File: config.mk
export PLATFORM = sky130hd
export DESIGN_NAME = alert_status_led_sequencer
export DESIGN_NICKNAME = d
export VERILOG_FILES = /design/src/rtl/core/asls_pkg.sv /design/src/rtl/core/alert_status_led_sequencer.sv
export SDC_FILE = /design/constraint.sdc
export NUM_CORES = 1
export LEC_CHECK = 0
export BUFFER_PORTS_ARGS = -buffer_cell sky130_fd_sc_hd__clkbuf_2
export CORE_MARGIN = 5
export CORE_UTILIZATION = 41
export DETAILED_ROUTE_END_ITERATION = 12
export PLACE_DENSITY = 0.68
export REMOVE_ABC_BUFFERS = 1
export SYNTH_ARGS = -nofsm -noshare
export SYNTH_HDL_FRONTEND = slang
export SYNTH_SLANG_ARGS = --single-unit
File: constraint.sdc
create_clock -name aclk -period 9.3 [get_ports aclk]
set_input_delay 2.79 -clock aclk [delete_from_list [all_inputs] [get_ports aclk]]
set_output_delay 2.79 -clock aclk [all_outputs]
set_load 0.01 [all_outputs]
File: src/rtl/core/asls_pkg.sv
// asls_pkg: widths, codes, beat types and reset values of the status LED sequencer
// no dependencies; used by alert_status_led_sequencer
package asls_pkg;

    localparam int DATA_W    = 32;
    localparam int PADDR_W   = 5;
    localparam int REG_IDX_W = 3;

    localparam int MODE_W    = 2;
    localparam int COUNT_W   = 8;
    localparam int LEVEL_W   = 8;
    localparam int BLINK_W   = 12;
    localparam int TIMEOUT_W = 20;

    localparam int BREATH_HALF_MS = 900;
    localparam int BREATH_PH_W    = $clog2(2 * BREATH_HALF_MS);
    localparam int UP_W           = $clog2(BREATH_HALF_MS + 1);

    // divide by the half period as a multiply by a rounded-up reciprocal
    localparam int RECIP_SHIFT  = 29;
    localparam int BREATH_RECIP = ((2 ** RECIP_SHIFT) + BREATH_HALF_MS - 1) / BREATH_HALF_MS;
    localparam int RECIP_W      = $clog2(BREATH_RECIP + 1);
    localparam int SPAN_M_W     = LEVEL_W + RECIP_W;
    localparam int PROD_W       = UP_W + SPAN_M_W;

    localparam logic [MODE_W-1:0] MODE_OFF     = 2'd0;
    localparam logic [MODE_W-1:0] MODE_WORK    = 2'd1;
    localparam logic [MODE_W-1:0] MODE_CONFIRM = 2'd2;
    localparam logic [MODE_W-1:0] MODE_UNKNOWN = 2'd3;

    localparam logic OP_TICK   = 1'b0;
    localparam logic OP_UPDATE = 1'b1;

    localparam logic [REG_IDX_W-1:0] REG_BLINK_PERIOD = 3'd0;
    localparam logic [REG_IDX_W-1:0] REG_ACK_LEVEL    = 3'd1;
    localparam logic [REG_IDX_W-1:0] REG_BREATH_MIN   = 3'd2;
    localparam logic [REG_IDX_W-1:0] REG_BREATH_SPAN  = 3'd3;
    localparam logic [REG_IDX_W-1:0] REG_TIMEOUT      = 3'd4;
    localparam logic [REG_IDX_W-1:0] REG_ACTIVE_LOW   = 3'd5;

    localparam logic [BLINK_W-1:0]   BLINK_PERIOD_RESET = 12'd240;
    localparam logic [BLINK_W-1:0]   BLINK_PERIOD_MIN   = 12'd2;
    localparam logic [LEVEL_W-1:0]   ACK_LEVEL_RESET    = 8'd40;
    localparam logic [LEVEL_W-1:0]   BREATH_MIN_RESET   = 8'd12;
    localparam int                   BREATH_SPAN_RESET  = 170;
    localparam logic [TIMEOUT_W-1:0] TIMEOUT_RESET      = 20'd60000;
    localparam logic [TIMEOUT_W-1:0] ELAPSED_MAX        = '1;
    localparam logic [LEVEL_W-1:0]   LEVEL_FULL         = '1;
    localparam logic [COUNT_W-1:0]   COUNT_RESET        = 8'd1;
    localparam logic [COUNT_W-1:0]   BADGE_MIN          = 8'd2;

    localparam logic [SPAN_M_W-1:0] BREATH_SPAN_M_RESET =
        SPAN_M_W'(BREATH_SPAN_RESET * BREATH_RECIP);

    typedef struct packed {
        logic               operation;
        logic [MODE_W-1:0]  mode_code;
        logic [COUNT_W-1:0] session_total;
        logic               button_level;
    } in_beat_t;

    typedef struct packed {
        logic [MODE_W-1:0]  shown_mode;
        logic               panel_on;
        logic               panel_invert;
        logic [COUNT_W-1:0] badge_value;
        logic               alert_acked;
        logic               alert_armed;
        logic [LEVEL_W-1:0] led_duty;
    } out_beat_t;

endpackage

File: src/rtl/core/alert_status_led_sequencer.sv
// alert_status_led_sequencer: three-mode status indicator with alert, blink and breathing LED
// depends on asls_pkg
//
// Takes one beat (tick or status update) in every clock cycle while s_ready is high and returns one result beat
// per input beat, in order. A result is valid in the cycle after acceptance when the output
// register is free, and later while m_ready holds it back. All status registers update in the
// cycle the beat is accepted, so back-to-back beats see each other's effect without gaps.
// The result goes through an output register backed by a skid register, so s_ready only
// drops once two results wait on m_ready. The breathing level is one 10x28 multiply by a
// reciprocal of the half period taken from a scaled span register set at configuration
// time. Configuration registers sit on an APB port at byte addresses 4*i, pready is
// always high, and writes must only happen while no result is outstanding.
module alert_status_led_sequencer (
    input  logic                           aclk,
    input  logic                           aresetn,
    input  logic                           s_valid,
    output logic                           s_ready,
    input  asls_pkg::in_beat_t             s_data,
    output logic                           m_valid,
    input  logic                           m_ready,
    output asls_pkg::out_beat_t            m_data,
    input  logic                           psel,
    input  logic                           penable,
    input  logic                           pwrite,
    input  logic [asls_pkg::PADDR_W-1:0]   paddr,
    input  logic [asls_pkg::DATA_W-1:0]    pwdata,
    output logic [asls_pkg::DATA_W-1:0]    prdata,
    output logic                           pready
);

    // configuration
    logic [asls_pkg::BLINK_W-1:0]   blink_period_reg;
    logic [asls_pkg::LEVEL_W-1:0]   ack_level_reg;
    logic [asls_pkg::LEVEL_W-1:0]   breath_min_reg;
    logic [asls_pkg::LEVEL_W-1:0]   breath_span_reg;
    logic [asls_pkg::SPAN_M_W-1:0]  span_m_reg;
    logic [asls_pkg::TIMEOUT_W-1:0] timeout_reg;
    logic                           active_low_reg;

    // status
    logic [asls_pkg::MODE_W-1:0]      mode_reg, mode_next;
    logic [asls_pkg::COUNT_W-1:0]     count_reg, count_next;
    logic                             acked_reg, acked_next;
    logic                             armed_reg, armed_next;
    logic [asls_pkg::BLINK_W-1:0]     blink_phase_reg, blink_phase_next;
    logic [asls_pkg::TIMEOUT_W-1:0]   elapsed_reg, elapsed_next;
    logic [asls_pkg::BREATH_PH_W-1:0] breath_phase_reg, breath_phase_next;
    logic                             prev_button_reg, prev_button_next;

    // output side
    logic                m_valid_reg, skid_valid_reg;
    asls_pkg::out_beat_t m_data_reg, skid_data_reg, result;

    logic                           cfg_write;
    logic [asls_pkg::REG_IDX_W-1:0] cfg_idx;
    logic                           in_accept, out_free;

    logic [asls_pkg::MODE_W-1:0]  new_mode;
    logic [asls_pkg::COUNT_W-1:0] new_count;
    logic                         changed, rearm, calm;

    logic [asls_pkg::BLINK_W-1:0]     eff_period, view_blink;
    logic [asls_pkg::BLINK_W:0]       blink_inc;
    logic [asls_pkg::BLINK_W-1:0]     blink_adv;
    logic [asls_pkg::BREATH_PH_W:0]   breath_inc;
    logic [asls_pkg::BREATH_PH_W-1:0] breath_adv, breath_down;
    logic                             bright;

    logic [asls_pkg::UP_W-1:0]    ramp_up;
    logic [asls_pkg::PROD_W-1:0]  ramp_prod;
    logic [asls_pkg::LEVEL_W-1:0] ramp_q;
    logic [asls_pkg::LEVEL_W:0]   breath_sum;
    logic [asls_pkg::LEVEL_W-1:0] breath_level, level;

    assign pready    = 1'b1;
    assign cfg_write = psel && penable && pwrite && pready;
    assign cfg_idx   = paddr[asls_pkg::PADDR_W-1:2];

    assign s_ready   = !skid_valid_reg;
    assign in_accept = s_valid && s_ready;
    assign out_free  = !m_valid_reg || m_ready;
    assign m_valid   = m_valid_reg;
    assign m_data    = m_data_reg;

    always_comb begin
        case (cfg_idx)
            asls_pkg::REG_BLINK_PERIOD: prdata = asls_pkg::DATA_W'(blink_period_reg);
            asls_pkg::REG_ACK_LEVEL:    prdata = asls_pkg::DATA_W'(ack_level_reg);
            asls_pkg::REG_BREATH_MIN:   prdata = asls_pkg::DATA_W'(breath_min_reg);
            asls_pkg::REG_BREATH_SPAN:  prdata = asls_pkg::DATA_W'(breath_span_reg);
            asls_pkg::REG_TIMEOUT:      prdata = asls_pkg::DATA_W'(timeout_reg);
            asls_pkg::REG_ACTIVE_LOW:   prdata = asls_pkg::DATA_W'(active_low_reg);
            default:                    prdata = '0;
        endcase
    end

    always_ff @(posedge aclk) begin
        if (!aresetn) begin
            blink_period_reg <= asls_pkg::BLINK_PERIOD_RESET;
            ack_level_reg    <= asls_pkg::ACK_LEVEL_RESET;
            breath_min_reg   <= asls_pkg::BREATH_MIN_RESET;
            breath_span_reg  <= asls_pkg::LEVEL_W'(asls_pkg::BREATH_SPAN_RESET);
            span_m_reg       <= asls_pkg::BREATH_SPAN_M_RESET;
            timeout_reg      <= asls_pkg::TIMEOUT_RESET;
            active_low_reg   <= 1'b1;
        end else if (cfg_write) begin
            case (cfg_idx)
                asls_pkg::REG_BLINK_PERIOD: blink_period_reg <= pwdata[asls_pkg::BLINK_W-1:0];
                asls_pkg::REG_ACK_LEVEL:    ack_level_reg <= pwdata[asls_pkg::LEVEL_W-1:0];
                asls_pkg::REG_BREATH_MIN:   breath_min_reg <= pwdata[asls_pkg::LEVEL_W-1:0];
                asls_pkg::REG_BREATH_SPAN: begin
                    breath_span_reg <= pwdata[asls_pkg::LEVEL_W-1:0];
                    span_m_reg      <= asls_pkg::SPAN_M_W'(pwdata[asls_pkg::LEVEL_W-1:0])
                                       * asls_pkg::SPAN_M_W'(asls_pkg::BREATH_RECIP);
                end
                asls_pkg::REG_TIMEOUT:      timeout_reg <= pwdata[asls_pkg::TIMEOUT_W-1:0];
                asls_pkg::REG_ACTIVE_LOW:   active_low_reg <= pwdata[0];
                default: ;
            endcase
        end
    end

    // update decode
    assign new_mode  = (s_data.mode_code == asls_pkg::MODE_UNKNOWN) ? asls_pkg::MODE_OFF
                                                                    : s_data.mode_code;
    assign new_count = (s_data.session_total == '0) ? asls_pkg::COUNT_RESET
                                                    : s_data.session_total;
    assign changed   = !(new_mode == mode_reg && new_count == count_reg);
    assign rearm     = (new_mode != mode_reg) || (new_count > count_reg);

    // tick decode
    assign calm = (prev_button_reg && !s_data.button_level)
                  || (armed_reg && (elapsed_reg > timeout_reg));

    assign eff_period  = (blink_period_reg < asls_pkg::BLINK_PERIOD_MIN)
                         ? asls_pkg::BLINK_PERIOD_MIN : blink_period_reg;
    assign blink_inc   = {1'b0, blink_phase_reg} + 1'b1;
    assign blink_adv   = (blink_inc >= {1'b0, eff_period}) ? '0
                                                           : blink_inc[asls_pkg::BLINK_W-1:0];
    assign breath_inc  = {1'b0, breath_phase_reg} + 1'b1;
    assign breath_adv  = (breath_inc >= (asls_pkg::BREATH_PH_W + 1)'(2 * asls_pkg::BREATH_HALF_MS))
                         ? '0 : breath_inc[asls_pkg::BREATH_PH_W-1:0];

    always_comb begin
        mode_next         = mode_reg;
        count_next        = count_reg;
        acked_next        = acked_reg;
        armed_next        = armed_reg;
        blink_phase_next  = blink_phase_reg;
        elapsed_next      = elapsed_reg;
        breath_phase_next = breath_phase_reg;
        prev_button_next  = prev_button_reg;
        if (in_accept) begin
            if (s_data.operation == asls_pkg::OP_UPDATE) begin
                if (changed) begin
                    mode_next  = new_mode;
                    count_next = new_count;
                    if (new_mode == asls_pkg::MODE_CONFIRM) begin
                        if (rearm) begin
                            acked_next       = 1'b0;
                            armed_next       = 1'b1;
                            blink_phase_next = '0;
                            elapsed_next     = '0;
                        end
                    end else begin
                        armed_next = 1'b0;
                    end
                end
            end else begin
                prev_button_next = s_data.button_level;
                if (calm) begin
                    acked_next = 1'b1;
                    armed_next = 1'b0;
                end
                blink_phase_next  = blink_adv;
                breath_phase_next = breath_adv;
                if (elapsed_reg != asls_pkg::ELAPSED_MAX) begin
                    elapsed_next = elapsed_reg + 1'b1;
                end
            end
        end
    end

    always_ff @(posedge aclk) begin
        if (!aresetn) begin
            mode_reg         <= asls_pkg::MODE_OFF;
            count_reg        <= asls_pkg::COUNT_RESET;
            acked_reg        <= 1'b0;
            armed_reg        <= 1'b0;
            blink_phase_reg  <= '0;
            elapsed_reg      <= '0;
            breath_phase_reg <= '0;
            prev_button_reg  <= 1'b1;
        end else begin
            mode_reg         <= mode_next;
            count_reg        <= count_next;
            acked_reg        <= acked_next;
            armed_reg        <= armed_next;
            blink_phase_reg  <= blink_phase_next;
            elapsed_reg      <= elapsed_next;
            breath_phase_reg <= breath_phase_next;
            prev_button_reg  <= prev_button_next;
        end
    end

    // a tick shows the phases before they advance, an update after a possible restart
    assign view_blink = (s_data.operation == asls_pkg::OP_UPDATE) ? blink_phase_next
                                                                  : blink_phase_reg;
    assign bright     = view_blink < (eff_period >> 1);

    // breathing ramp: min + up * span / half, saturating
    assign breath_down = asls_pkg::BREATH_PH_W'(2 * asls_pkg::BREATH_HALF_MS) - breath_phase_reg;
    assign ramp_up     = (breath_phase_reg < asls_pkg::BREATH_PH_W'(asls_pkg::BREATH_HALF_MS))
                         ? asls_pkg::UP_W'(breath_phase_reg) : asls_pkg::UP_W'(breath_down);
    assign ramp_prod   = asls_pkg::PROD_W'(ramp_up) * asls_pkg::PROD_W'(span_m_reg);
    assign ramp_q      = ramp_prod[asls_pkg::RECIP_SHIFT +: asls_pkg::LEVEL_W];
    assign breath_sum  = {1'b0, breath_min_reg} + {1'b0, ramp_q};
    assign breath_level = breath_sum[asls_pkg::LEVEL_W] ? asls_pkg::LEVEL_FULL
                                                        : breath_sum[asls_pkg::LEVEL_W-1:0];

    always_comb begin
        case (mode_next)
            asls_pkg::MODE_CONFIRM: begin
                if (acked_next) begin
                    level = ack_level_reg;
                end else begin
                    level = bright ? asls_pkg::LEVEL_FULL : '0;
                end
            end
            asls_pkg::MODE_WORK: level = breath_level;
            default:             level = '0;
        endcase
    end

    always_comb begin
        result.shown_mode   = mode_next;
        result.panel_on     = (mode_next == asls_pkg::MODE_WORK)
                              || (mode_next == asls_pkg::MODE_CONFIRM);
        result.panel_invert = (mode_next == asls_pkg::MODE_CONFIRM) && !acked_next && bright;
        result.badge_value  = (count_next >= asls_pkg::BADGE_MIN) ? count_next : '0;
        result.alert_acked  = acked_next;
        result.alert_armed  = armed_next;
        result.led_duty     = active_low_reg ? ~level : level;
    end

    always_ff @(posedge aclk) begin
        if (!aresetn) begin
            m_valid_reg    <= 1'b0;
            skid_valid_reg <= 1'b0;
        end else if (out_free) begin
            m_valid_reg    <= skid_valid_reg || in_accept;
            skid_valid_reg <= 1'b0;
        end else if (in_accept) begin
            skid_valid_reg <= 1'b1;
        end
    end

    always_ff @(posedge aclk) begin
        if (out_free) begin
            m_data_reg <= skid_valid_reg ? skid_data_reg : result;
        end else if (in_accept) begin
            skid_data_reg <= result;
        end
    end

    a_skid_behind_out: assert property (@(posedge aclk) disable iff (!aresetn)
        skid_valid_reg |-> m_valid_reg)
        else $error("skid beat held while output register empty");

    a_stall_to_skid: assert property (@(posedge aclk) disable iff (!aresetn)
        (in_accept && m_valid_reg && !m_ready) |=> skid_valid_reg)
        else $error("accepted beat under stall not parked in skid");

    a_armed_in_confirm: assert property (@(posedge aclk) disable iff (!aresetn)
        armed_reg |-> (mode_reg == asls_pkg::MODE_CONFIRM))
        else $error("alert armed outside confirm mode");

    a_armed_not_acked: assert property (@(posedge aclk) disable iff (!aresetn)
        armed_reg |-> !acked_reg)
        else $error("alert armed and acknowledged at once");

    a_count_nonzero: assert property (@(posedge aclk) disable iff (!aresetn)
        count_reg != '0)
        else $error("session count dropped to zero");

endmodule

# Word-level counts from Yosys, hierarchy flattened
# Cells that the tools add are included.
[classes] n_mux=43 n_lt_le_gt_ge=8 n_reduce_logical=30 bitwise=4 n_eq_ne=16 mul=2 add_sub_neg=5
[op_table] cell="$pmux 20 s6" n=1
[op_table] cell="$mux 20" n=5
[op_table] cell="$mux 12" n=8
[op_table] cell="$mux 8" n=9
[op_table] cell="$mul 10x26->35" n=1
[op_table] cell="$mul 8x18->26 const B" n=1
[op_table] cell="$mux 22" n=1
[op_table] cell="$add 20x1->20 const B" n=1
[op_table] cell="$gt 20x20->1" n=1
[op_table] cell="$ne 20x20->1 const B" n=1
[op_table] cell="$pmux 8 s2" n=1
[op_table] cell="$reduce_and 2->1" n=8
[op_table] cell="$add 12x1->13 const B" n=1
[op_table] cell="$ge 13x12->1" n=1
[op_table] cell="$add 11x1->12 const B" n=1
[op_table] cell="$ge 12x11->1 const B" n=1
[op_table] cell="$lt 12x11->1" n=1
[op_table] cell="$lt 12x2->1 const B" n=1
[op_table] cell="$mux 1" n=12
[op_table] cell="$lt 11x10->1 const B" n=1
[op_table] cell="$mux 11" n=1
[op_table] cell="$mux 10" n=1
[op_table] cell="$sub 10x10->10 const A" n=1
[op_table] cell="$add 8x8->9" n=1
[op_table] cell="23 further kinds" n=47
[totals] in_bits=56 ff_bits=185 out_inout_bits=57

# Logic depth before layout (Yosys ltp)
[depth] depth_word=17 ltp_mapped=37 mapped_depth_nobuf=35

# Worst setup path before layout
# Ideal clock, no wire load.
[synth_path] kind="reg-to-reg" from="register breath_phase_reg[2] (netlist name)" to="register m_data_reg, in the netlist m_data[3] (data pin)" stages_incl_launch_ff=34 t_required_ns=9.027 arrival_ns=7.984 setup_slack_ns=1.044 synth_period_minus_slack_ns=8.256 path_cell_list="dfxtp_1 > buf_6 > or3_1 > a211oi_2 > o21ai_1 > xnor2_1 > clkbuf_1 > nand2_1 > fa_1 > inv_1 > fa_1 > inv_1 > fa_1 > inv_1 > fa_1 > inv_1 > fa_1 > inv_1 > ha_1 > nand2_1 > or4_1 > o211ai_1 > nor2_1 > xnor2_1 > ha_1 > fa_1 > a21o_1 > a21oi_1 > o21ai_0 > o31a_1 > o21ai_0 > o21ai_0 > a41oi_1 > o211ai_1"
[synth_between] elab_chain_len=9 elab_cells_between_ends=10
[synth_rtl] element="start, declared" line_no="alert_status_led_sequencer.sv:47" source="logic [asls_pkg::BREATH_PH_W-1:0] breath_phase_reg, breath_phase_next;"
[synth_rtl] element="start signal, assigned" line_no="alert_status_led_sequencer.sv:201" source="breath_phase_reg <= breath_phase_next;"
[synth_rtl] element="$sub 10x10->10 / $lt 11x10->1 (equally long branches)" line_no="alert_status_led_sequencer.sv:212, alert_status_led_sequencer.sv:213"
[synth_rtl] element="$mux 10 *" line_no="alert_status_led_sequencer.sv:214" source="? asls_pkg::UP_W'(breath_phase_reg) : asls_pkg::UP_W'(breath_down);"
[synth_rtl] element="$mul 10x26->35 *" line_no="alert_status_led_sequencer.sv:215" source="assign ramp_prod = asls_pkg::PROD_W'(ramp_up) * asls_pkg::PROD_W'(span_m_reg);"
[synth_rtl] element="$add 8x8->9 *" line_no="alert_status_led_sequencer.sv:217" source="assign breath_sum = {1'b0, breath_min_reg} + {1'b0, ramp_q};"
[synth_rtl] element="$mux 8 *" line_no="alert_status_led_sequencer.sv:218" source="assign breath_level = breath_sum[asls_pkg::LEVEL_W] ? asls_pkg::LEVEL_FULL"
[synth_rtl] element="$pmux 8 s2 *" line_no="alert_status_led_sequencer.sv:222" source="case (mode_next)"
[synth_rtl] element="$not 8->8" line_no="alert_status_led_sequencer.sv:243" source="result.led_duty = active_low_reg ? ~level : level;"
[synth_rtl] element="$mux 8 *" line_no="alert_status_led_sequencer.sv:243"
[synth_rtl] element="$mux 22 *" line_no="alert_status_led_sequencer.sv:260" source="m_data_reg <= skid_valid_reg ? skid_data_reg : result;"
[synth_rtl] element="end signal, assigned" line_no="alert_status_led_sequencer.sv:260"
[synth_rtl] element="end, declared" line_no="alert_status_led_sequencer.sv:52" source="asls_pkg::out_beat_t m_data_reg, skid_data_reg, result;"
# Mark *: on every way between the ends. The rest lies on a longest branch, timed or not.
# A chain may end at the register's enable or synchronous reset.

# Final worst setup path
[layout_path] from="register breath_phase_reg[2] (netlist name)" to="register m_data_reg, in the netlist m_data[4] (data pin)"
# Same word-level chain as after synthesis.

==> flow_summary.ini <==
[setup_path]
rrSetupSlack_ps = 480
worstPathArrival_ps = 8980
reg2reg_depth = 33
slowest_stage = fa_1
worstSetupPathType = flip-flop to flip-flop
path_common_cell = fa_1
worstPathRequired_ps = 9450
crit_path_start_kind = flip-flop
r2r_end = m_data[4]
cp-end-kind = flip-flop
cp_max_fo = 12
critPathMaxStageDelay_ps = 540
r2r-start = breath_phase_reg[2]

[drt]
drc = 0
ant_nets = 0
wl_per_cell_um = 17.2
drt_iter0_drc = 1156
drt_first_pass_iters = 6
num_vias = 16000
wl_um = 50700
routed_via_density = 5.42

[final_layout]
diodes = 0
multi_input_area_mm2 = 0.0141
layout-drive-gt1-share_pct = 10.6
area_growth_pct = 10.2
seq_area_mm2 = 0.00412
fillers = 4501
largest_reg_flops = 25
fin_util_pct = 45.6
final_cells = 2941
final_nets = 2777

[global_routing]
grt_overflow = 0
grtUsageTotal_pct = 19.1
grt_pass1_wl_um = 83800
grt_max_degree = 68
grt_pass1_vias = 16500
antenna_found_initial = 0

[logic_synthesis]
netlist_instances = 2256
ys.flop_type = dfxtp_1
synth_area_per_cell_um2 = 8.76
synth.ff_latch_count = 184
synthArstFlopShare_pct = 0
synth_cell_type_count = 80
yosysWarnings = 0
synth_edf_count = 44
ys_seq_area_share_pct = 20.9
syn_area_mm2 = 0.0198

[job]
drv_cap = 0

[cts]
h-tree-depth = 4
cts_root_buf = clkbuf_16
cts.clk_slew.worst_paths_ps = 70
cts_buffer_depth = 2
ctsHoldBuffers = 0
numCtsBuffers = 17
cts_sinks = 184
cts_tree = yes
clkLatencyLatePin_ps = 450

[sta]
period_needed_ps = 8820
period_share_pct = 94.9
fin_tns_setup_ps = 0
finalHoldViolCount = 0
slew_viol_final = 0
skew_ps = 13.7
worst_pin_slew_ps = 1240
fmax_ghz = 0.113
rsz0062_at_grt = false
setup_viol = 0
maxSlewHeadroom_pct = 17.0

[placed_design]
hpwl_um = 38400
place_inst = 2901
finalWeightedCongestion = 0.908
port_buffers = 85

[die]
dieArea_mm2 = 0.0527
die_w_um = 230
initial_utilization_pct = 41.4
num_rows = 80
io_pins = 113
core_mm2 = 0.0477
die_y_um = 230

[hold_path]
hold_path.startpoint = breath_span_reg[4]
hold_class = flip-flop to flip-flop
min_to = breath_span_reg[4]
whs_path_depth = 2

[pwr]
total_power_mw = 2.12
p_leak_nw = 10.3
vdd_drop_max_uv = 136
power_density_mw_per_mm2 = 97.3

[outcome]
status = finished clean
-- area by class of cell --
class | instances | share of cell area [%]
inverter | 293 | 5.05
clock buffer | 18 | 1.97
tap | 615 | 3.53
timing repair buffer | 155 | 4.83
multi-input combinational | 1662 | 64.9
sequential | 184 | 18.9
clock inverter | 14 | 0.787
-- through the flow --
stage	hold WS [ps]	area, um2	setup slack (ps)
floorplan	430	19200	525
CTS	463	21700	53.6
global placement	443	21100	80.9
finish	461	21800	477
detailed placement	452	21100	-102
global route	483	21800	25.5
-- metal layers --
metal / GRT usage (%) / up-vias / share of wire (%)
li1: - / 7580 / -
met2: 32.8 / 424 / 49
met3: 3.23 / 95 / 5.7
met4: 6.18 / 0 / 2.8
met1: 24.6 / 7853 / 43
met5: 0 / - / 0
-- report_power, final --
group	internal [mW]	switching, mW	leakage [nW]
clock	0.426	0.347	0.296
combinational	0.197	0.295	8.50
sequential	0.838	0.0159	1.55
total	1.46	0.657	10.3
-- worst max-delay path, delay by kind of cell, from the launching register on --
kind	cells	cell delay, ps
flops	1	380
fa+ha+maj	7	3090
compound gates	15	2920
buf+inv	7	900
xor+xnor	1	340
simple gates	3	860
-- cell usage in the layout, fill, tap and decap left out, types with 29 or more instances in the layout --
cell type | Yosys | routed
fa_1 | 207 | 207
nor2b_1 | 77 | 77
nand3_1 | 59 | 59
inv_1 | 292 | 291
a21oi_1 | 110 | 109
xnor2_1 | 53 | 48
edfxtp_1 | 44 | 44
ha_1 | 201 | 201
o21ai_0 | 60 | 57
and2_1 | 89 | 89
nor2_1 | 102 | 100
clkbuf_2 | 1 | 85
dfxtp_1 | 140 | 140
o211ai_1 | 51 | 51
mux2i_1 | 29 | 29
buf_4 | 13 | 62
nand2_1 | 287 | 287
-- cell usage after synthesis (29+ instances only) --
cell type  instances  share of area (%)
clkbuf_1          93                1.8
edfxtp_1          44                6.7
ha_1             201                 13
nor2b_1           77                2.4
mux2i_1           29                1.5
nand2_1          287                5.4
o21ai_0           60                1.5
o211ai_1          51                1.9
nand3_1           59                1.5
xnor2_1           53                2.3
and2_1            89                2.8
a21oi_1          110                2.8
nor2_1           102                1.9
inv_1            292                5.5
fa_1             207                 21
dfxtp_1          140                 14
-- worst max-delay path by stage --
stage / endpoint / startpoint / slack (ps)
2_1_floorplan: m_data[3] / breath_phase_reg[0] / 520
3_3_place_gp: m_data[1] / breath_phase_reg[2] / 80
3_5_place_dp: m_data[3] / breath_phase_reg[2] / -100
4_1_cts: m_data[3] / breath_phase_reg[2] / 50
5_1_grt: m_data[4] / breath_phase_reg[2] / 30
6_report: m_data[4] / breath_phase_reg[2] / 480
-- cell families after synthesis --
group                      share of synthesized area, %
and+or+nand+nor                                    19.0
buffers and inverters                              8.48
adders and majority gates                          33.7
AOI/OAI and AO/OA                                  11.5
DFF                                                20.9
xor gates and xnor gates                           3.28
muxes                                              3.14
other                                            0.0380
-- repair_timing --
action                                  in CTS  in global routing
endpoints found under the setup margin      15                 16
hold endpoints to repair                     0                  0
setup buffers                                0                  8
gates resized for setup                      1                  7
pin swaps                                    0                  3
No activity file was read; power rests on OpenSTA's default activity.
